$ cat src/rtl/core/qmm_pkg.sv
// Shared types, constants and codes for the two-level logic minimizer.
package qmm_pkg;

    localparam int MAX_VARS_DEF   = 5;
    localparam int TERM_DEPTH_DEF = 128;
    localparam int PRIME_DEPTH    = 32;
    localparam int PRIME_AW       = 5;
    localparam int OUT_W          = 5;
    localparam int TABLE_W        = 32;
    localparam int VC_W           = 3;
    localparam int KIND_W         = 2;

    localparam logic [KIND_W-1:0] KIND_TERM  = 2'd0;
    localparam logic [KIND_W-1:0] KIND_FALSE = 2'd1;
    localparam logic [KIND_W-1:0] KIND_TRUE  = 2'd2;

    typedef enum logic [4:0] {
        ST_IDLE,
        ST_CHECK,
        ST_CONST,
        ST_LOAD,
        ST_LVL,
        ST_X_RD,
        ST_X_LAT,
        ST_Y_RD,
        ST_Y_CMP,
        ST_Z_RD,
        ST_Z_CMP,
        ST_Z_ADD,
        ST_P_RD,
        ST_P_CHK,
        ST_C_RD,
        ST_C_WR,
        ST_ESS,
        ST_SEL_INIT,
        ST_PR_HEAD,
        ST_PR_STEP,
        ST_PR_END,
        ST_EM_CHK,
        ST_EM_NONE,
        ST_EMIT
    } state_t;

    typedef enum logic [4:0] {
        OP_NONE,
        OP_START,
        OP_CONST,
        OP_LOAD,
        OP_LVL,
        OP_X_RD,
        OP_X_LAT,
        OP_X_NEXT,
        OP_Y_RD,
        OP_Y_CMP,
        OP_Z_RD,
        OP_Z_CMP,
        OP_Z_ADD,
        OP_P_INIT,
        OP_P_RD,
        OP_P_CHK,
        OP_C_INIT,
        OP_C_RD,
        OP_C_WR,
        OP_C_END,
        OP_E_INIT,
        OP_ESS,
        OP_S_INIT,
        OP_PR_BEGIN,
        OP_PR_STEP,
        OP_PR_END,
        OP_PR_SKIP,
        OP_EM_INIT,
        OP_EM_NONE,
        OP_EMIT
    } op_t;

    typedef struct packed {
        logic tbl_zero;
        logic tbl_full;
        logic i_last;
        logic x_done;
        logic y_done;
        logic z_done;
        logic merge_ok;
        logic z_match;
        logic c_done;
        logic merged;
        logic pz_done;
        logic ess_cur;
        logic sel_none;
        logic out_free;
    } status_t;

endpackage

$ cat src/rtl/core/qmm_ctrl.sv
// Sequencer of the minimizer: walks the load, merge, prime, cover and emit phases.
module qmm_ctrl (
    input  logic             clk,
    input  logic             rst_n,
    input  logic             in_valid,
    output logic             in_ready,
    input  qmm_pkg::status_t status,
    output qmm_pkg::op_t     op
);

    qmm_pkg::state_t state_reg;
    qmm_pkg::state_t state_next;

    always_ff @(posedge clk or negedge rst_n)
    begin
        if (!rst_n)
        begin
            state_reg <= qmm_pkg::ST_IDLE;
        end
        else
        begin
            state_reg <= state_next;
        end
    end

    always_comb
    begin
        state_next = state_reg;
        unique case (state_reg)
            qmm_pkg::ST_IDLE:
            begin
                if (in_valid)
                begin
                    state_next = qmm_pkg::ST_CHECK;
                end
            end
            qmm_pkg::ST_CHECK:
            begin
                if (status.tbl_zero || status.tbl_full)
                begin
                    state_next = qmm_pkg::ST_CONST;
                end
                else
                begin
                    state_next = qmm_pkg::ST_LOAD;
                end
            end
            qmm_pkg::ST_CONST:
            begin
                if (status.out_free)
                begin
                    state_next = qmm_pkg::ST_IDLE;
                end
            end
            qmm_pkg::ST_LOAD:
            begin
                if (status.i_last)
                begin
                    state_next = qmm_pkg::ST_LVL;
                end
            end
            qmm_pkg::ST_LVL:      state_next = qmm_pkg::ST_X_RD;
            qmm_pkg::ST_X_RD:
            begin
                state_next = status.x_done ? qmm_pkg::ST_P_RD : qmm_pkg::ST_X_LAT;
            end
            qmm_pkg::ST_X_LAT:    state_next = qmm_pkg::ST_Y_RD;
            qmm_pkg::ST_Y_RD:
            begin
                state_next = status.y_done ? qmm_pkg::ST_X_RD : qmm_pkg::ST_Y_CMP;
            end
            qmm_pkg::ST_Y_CMP:
            begin
                state_next = status.merge_ok ? qmm_pkg::ST_Z_RD : qmm_pkg::ST_Y_RD;
            end
            qmm_pkg::ST_Z_RD:
            begin
                state_next = status.z_done ? qmm_pkg::ST_Z_ADD : qmm_pkg::ST_Z_CMP;
            end
            qmm_pkg::ST_Z_CMP:
            begin
                state_next = status.z_match ? qmm_pkg::ST_Y_RD : qmm_pkg::ST_Z_RD;
            end
            qmm_pkg::ST_Z_ADD:    state_next = qmm_pkg::ST_Y_RD;
            qmm_pkg::ST_P_RD:
            begin
                if (!status.x_done)
                begin
                    state_next = qmm_pkg::ST_P_CHK;
                end
                else if (status.merged)
                begin
                    state_next = qmm_pkg::ST_C_RD;
                end
                else
                begin
                    state_next = qmm_pkg::ST_ESS;
                end
            end
            qmm_pkg::ST_P_CHK:    state_next = qmm_pkg::ST_P_RD;
            qmm_pkg::ST_C_RD:
            begin
                state_next = status.c_done ? qmm_pkg::ST_LVL : qmm_pkg::ST_C_WR;
            end
            qmm_pkg::ST_C_WR:     state_next = qmm_pkg::ST_C_RD;
            qmm_pkg::ST_ESS:
            begin
                if (status.i_last)
                begin
                    state_next = qmm_pkg::ST_SEL_INIT;
                end
            end
            qmm_pkg::ST_SEL_INIT: state_next = qmm_pkg::ST_PR_HEAD;
            qmm_pkg::ST_PR_HEAD:
            begin
                if (status.pz_done)
                begin
                    state_next = qmm_pkg::ST_EM_CHK;
                end
                else if (!status.ess_cur)
                begin
                    state_next = qmm_pkg::ST_PR_STEP;
                end
            end
            qmm_pkg::ST_PR_STEP:
            begin
                if (status.i_last)
                begin
                    state_next = qmm_pkg::ST_PR_END;
                end
            end
            qmm_pkg::ST_PR_END:   state_next = qmm_pkg::ST_PR_HEAD;
            qmm_pkg::ST_EM_CHK:
            begin
                state_next = status.sel_none ? qmm_pkg::ST_EM_NONE : qmm_pkg::ST_EMIT;
            end
            qmm_pkg::ST_EM_NONE:
            begin
                if (status.out_free)
                begin
                    state_next = qmm_pkg::ST_IDLE;
                end
            end
            qmm_pkg::ST_EMIT:
            begin
                if (status.pz_done)
                begin
                    state_next = qmm_pkg::ST_IDLE;
                end
            end
            default:              state_next = qmm_pkg::ST_IDLE;
        endcase
    end

    always_comb
    begin
        op       = qmm_pkg::OP_NONE;
        in_ready = 1'b0;
        unique case (state_reg)
            qmm_pkg::ST_IDLE:
            begin
                in_ready = 1'b1;
                if (in_valid)
                begin
                    op = qmm_pkg::OP_START;
                end
            end
            qmm_pkg::ST_CHECK:    op = qmm_pkg::OP_NONE;
            qmm_pkg::ST_CONST:    op = qmm_pkg::OP_CONST;
            qmm_pkg::ST_LOAD:     op = qmm_pkg::OP_LOAD;
            qmm_pkg::ST_LVL:      op = qmm_pkg::OP_LVL;
            qmm_pkg::ST_X_RD:
            begin
                op = status.x_done ? qmm_pkg::OP_P_INIT : qmm_pkg::OP_X_RD;
            end
            qmm_pkg::ST_X_LAT:    op = qmm_pkg::OP_X_LAT;
            qmm_pkg::ST_Y_RD:
            begin
                op = status.y_done ? qmm_pkg::OP_X_NEXT : qmm_pkg::OP_Y_RD;
            end
            qmm_pkg::ST_Y_CMP:    op = qmm_pkg::OP_Y_CMP;
            qmm_pkg::ST_Z_RD:
            begin
                op = status.z_done ? qmm_pkg::OP_NONE : qmm_pkg::OP_Z_RD;
            end
            qmm_pkg::ST_Z_CMP:    op = qmm_pkg::OP_Z_CMP;
            qmm_pkg::ST_Z_ADD:    op = qmm_pkg::OP_Z_ADD;
            qmm_pkg::ST_P_RD:
            begin
                if (!status.x_done)
                begin
                    op = qmm_pkg::OP_P_RD;
                end
                else if (status.merged)
                begin
                    op = qmm_pkg::OP_C_INIT;
                end
                else
                begin
                    op = qmm_pkg::OP_E_INIT;
                end
            end
            qmm_pkg::ST_P_CHK:    op = qmm_pkg::OP_P_CHK;
            qmm_pkg::ST_C_RD:
            begin
                op = status.c_done ? qmm_pkg::OP_C_END : qmm_pkg::OP_C_RD;
            end
            qmm_pkg::ST_C_WR:     op = qmm_pkg::OP_C_WR;
            qmm_pkg::ST_ESS:      op = qmm_pkg::OP_ESS;
            qmm_pkg::ST_SEL_INIT: op = qmm_pkg::OP_S_INIT;
            qmm_pkg::ST_PR_HEAD:
            begin
                if (status.pz_done)
                begin
                    op = qmm_pkg::OP_EM_INIT;
                end
                else if (status.ess_cur)
                begin
                    op = qmm_pkg::OP_PR_SKIP;
                end
                else
                begin
                    op = qmm_pkg::OP_PR_BEGIN;
                end
            end
            qmm_pkg::ST_PR_STEP:  op = qmm_pkg::OP_PR_STEP;
            qmm_pkg::ST_PR_END:   op = qmm_pkg::OP_PR_END;
            qmm_pkg::ST_EM_CHK:   op = qmm_pkg::OP_NONE;
            qmm_pkg::ST_EM_NONE:  op = qmm_pkg::OP_EM_NONE;
            qmm_pkg::ST_EMIT:
            begin
                op = status.pz_done ? qmm_pkg::OP_NONE : qmm_pkg::OP_EMIT;
            end
            default:              op = qmm_pkg::OP_NONE;
        endcase
    end

endmodule

$ cat config.mk
export PLATFORM = sky130hd
export DESIGN_NAME = qmm_ctrl
export DESIGN_NICKNAME = d
export VERILOG_FILES = /design/src/rtl/core/qmm_pkg.sv /design/src/rtl/core/qmm_ctrl.sv
export SDC_FILE = /design/constraint.sdc
export NUM_CORES = 1
export LEC_CHECK = 0
export BUFFER_PORTS_ARGS = -buffer_cell sky130_fd_sc_hd__buf_2
export CAP_MARGIN = 20
export CORE_ASPECT_RATIO = 1.4
export CORE_MARGIN = 3
export CORE_UTILIZATION = 46
export DETAILED_ROUTE_END_ITERATION = 7
export PLACE_DENSITY = 0.67
export SLEW_MARGIN = 20
export SYNTH_ARGS = -nofsm -noshare
export SYNTH_HDL_FRONTEND = slang
export SYNTH_SLANG_ARGS = --single-unit
$ cat constraint.sdc
create_clock -name clk -period 3.37 [get_ports clk]
set_input_delay 0.1685 -clock clk [delete_from_list [all_inputs] [get_ports clk]]
set_output_delay 0.1685 -clock clk [all_outputs]
set_load 0.02 [all_outputs]
==> results.md <==
- Status: completed
- Asr flop ratio synth: 100%
- Horiz. Die Dim: about 48 um
- Clock period minus final worst setup slack: ~2500 ps
- Routability cong.: between 0.9 and 1
- Yosys reg bits: 5
- Setup bufs post-CTS: 0
- Largest net degree at the start of global routing: 31
- Total Routing Usage GR: 22.9%
- Total number of vias: between 1000 and 1500
- Fin crit share: between 70% and 80%
- Static Leak: between 0.0005 and 0.0006 uW
- First-pass GRT wire length: between 5 and 6 mm
- Core Area: ~2300 sq um
- Critical Path RT: ~3200 ps
- Reg2Reg Launch Point: state_reg[1]$_DFFE_PN0P_
- DRT Wirelength: roughly 3.3 mm
- Max-slew violations: 0
- Pre-antenna DRT Iters: 5
- Cell chain of the critical path: inv_1 > or3_1 > a22o_1 > a32oi_1 > o31ai_1 > buf_2
- Initial DRC count: roughly 110
- Max reg flops: 5
- Final nets: roughly 190
- Number of fill cells: 253
- # clock sinks: 5
- Area after DPL: around 1200 sq um
- Root buffer cell: clkbuf_4
- HPWL Detailed: 2.33 mm
- WP data arrival: about 2400 ps
- Via density: between 6 and 7
- R2R depth: 6
- # resized after CTS: 0
- Initial antenna violation count: 0
- Setup TNS: 0 ps
- Hold Path Class: in -> async
- Worst-Skew Late Latency: 240 ps
- Die Height: between 60 and 70 um
- CTS tree: done
- # setup viols final: 0
- Ys flop type: dfrtp_1
- Syn_area_per_cell: 7.12 sq um
- CP startpoint kind: flip-flop
- VDD IR max: 533 uV
- Count of input and output buffers: 22
- Antenna Cells: 0
- R2r endpoint: state_reg[0]$_DFFE_PN0P_
- Initial core utilization: between 50% and 60%
- PwrDens: just over 900 nW/um^2
- Area Overhead vs Synth: 7.29%
- Final Skew: roughly 5.2 ps
- Max-cap violation count: 0
- Gr ovfl total: 0
- Wire per inst: roughly 17 um
- Seq/Total Area, Yosys: 11.0%
- Worst slew pin tran: 987 ps
- Yosys cell types: 61
- Vias in the first global route: 1128
- Share of layout cells above drive strength 1: between 20% and 30%
- R2r setup slk: 1050 ps
- DRC Markers: 0
- Buf+Inv Stages, Crit Path: 2
- Stages on worst setup path: 6
- Antenna-violating nets left: 0
- Util after Layout: 53.9%
- Die Area: slightly above 3000 sq um
- Synth Cell Area: approximately 1100 sq um
- Synth warn: 0
- Top delay family on crit path: flip-flops
- Maximum clock frequency: ~0.39 GHz
- Critical-path cell with the highest stage delay: dfrtp_1
- Cell area after layout: about 1200 sq um
- H-tree levels: 1
- Crit. End Element: primary output
- Critical path class: reg -> out
- RSZ-0062 raised after global routing: false
- Row Count: 20
- Syn Nets: approximately 180
- Mapped Cells: around 160
- Slew HR: 34.2%
- Worst path max stage delay: around 990 ps
- Max Root-Sink Buffers: 2
- Reg clk slew, reported paths: 50 ps
- Worst-path fanout max: 30
- Number of synthesized flops with an enable pin: 0
- CTS buffer count: 3
- Final hold violation count: 0
- I/O Pins: 23
==> how the worst max path moves through the flow <==
stage,from,endpoint,slack (ps)
4_1_cts,state_reg[1]$_DFFE_PN0P_,op[0],880
6_report,state_reg[1]$_DFFE_PN0P_,op[0],830
3_3_place_gp,state_reg[1]$_DFFE_PN0P_,state_reg[0]$_DFFE_PN0P_,1150
3_5_place_dp,state_reg[1]$_DFFE_PN0P_,state_reg[0]$_DFFE_PN0P_,1120
5_1_grt,state_reg[1]$_DFFE_PN0P_,op[0],630
2_1_floorplan,state_reg[3]$_DFFE_PN0P_,op[2],1380
==> worst reg2reg max path, cell delays in order, from the launching register on <==
cell,delay (ps)
dfrtp_1,990
inv_1,140
buf_4,240
or4_1,520
a21oi_1,160
nor3_1,60
o22ai_1,140
==> logic make-up after synthesis <==
group | after synthesis | synth area share (%)
and+or+nand+nor | 67 | 36.4
xor gates and xnor gates | 1 | 0.774
muxes | 1 | 0.884
DFF | 5 | 11.0
AOI/OAI and AO/OA | 62 | 38.2
buffers and inverters | 23 | 12.7
==> cells in the final DEF (no fill, tap or decap), types with 2 or more instances in the layout <==
cell type	netlist	final
buf_2	6	22
a21oi_1	15	15
nor2_1	14	14
o21ai_0	12	12
nand2_1	12	12
inv_1	6	6
nor3_1	5	5
dfrtp_1	5	5
nor2b_1	4	4
nand2b_1	4	4
nand3_1	4	4
nand3b_1	3	3
o31ai_1	3	3
o211ai_1	3	3
o22ai_1	3	3
clkbuf_4	0	3
buf_4	1	3
nor4b_4	2	2
and2b_1	2	2
inv_2	2	2
o221ai_1	2	2
o2111ai_1	2	2
a22oi_1	2	2
a41oi_1	2	2
or3_1	2	2
nor3b_1	2	2
o21ai_1	2	2
a211oi_1	2	2
==> synth_stat cells (all sizes together) (2+ instances only) <==
cell type	number	area share, %
a21oi	15	6.6
o21ai	15	7.0
nor2	14	4.6
nand2	13	4.5
buf	10	5.6
inv	8	2.7
clkbuf	5	4.4
dfrtp	5	11
nand2b	5	3.0
nand3	5	2.7
nor3	5	2.2
nor2b	4	2.2
and2b	3	2.2
nand3b	3	2.0
o211ai	3	2.0
o22ai	3	1.7
o31ai	3	2.0
a211oi	2	1.3
a22oi	2	1.3
a41oi	2	1.5
and2	2	1.3
nand4	2	1.7
nor3b	2	1.3
nor4b	2	4.2
o2111ai	2	1.5
o221ai	2	1.5
or3	2	1.1
==> layout make-up <==
class	instances	area (sq um)	share of cell area, %
multi-input combinational	131	863	71.1
timing repair buffer	26	143	11.7
sequential	5	125	10.3
inverter	8	30.0	2.47
tap	22	27.5	2.27
clock buffer	4	26.3	2.16
==> per-stage QoR <==
stage                     hold slack (ps)  power [uW]  instances  setup slack (ps)
final                                 270        1110        196               832
after global routing                  267        1200        196               634
after CTS                             259        1100        196               884
after detailed placement            -13.5        1020        191              1120
after global placement              -14.4        1010        191              1150
after floorplan                      -127         875        159              1380
==> layer usage <==
metal	GRT usage, %	vias to the layer above	wire (um)
li1	-	626	-
met3	3.06	8	240
met4	8.75	0	66
met1	31.5	597	1390
met5	0	-	0
met2	35.1	66	1600
==> what timing repair did <==
action	in CTS	in global routing
endpoints found under the setup margin	0	0
hold endpoints to repair	5	0
hold buffers	1	0
==> where the power goes <==
group / switching (uW) / leakage, uW / internal, uW / total [uW]
clock: 24.4 / 0.0000150 / 44.7 / 69.2
combinational: 457 / 0.000425 / 339 / 796
sequential: 157 / 0.0000654 / 83.1 / 240
Note: power is estimated with default switching activity, not from simulation.
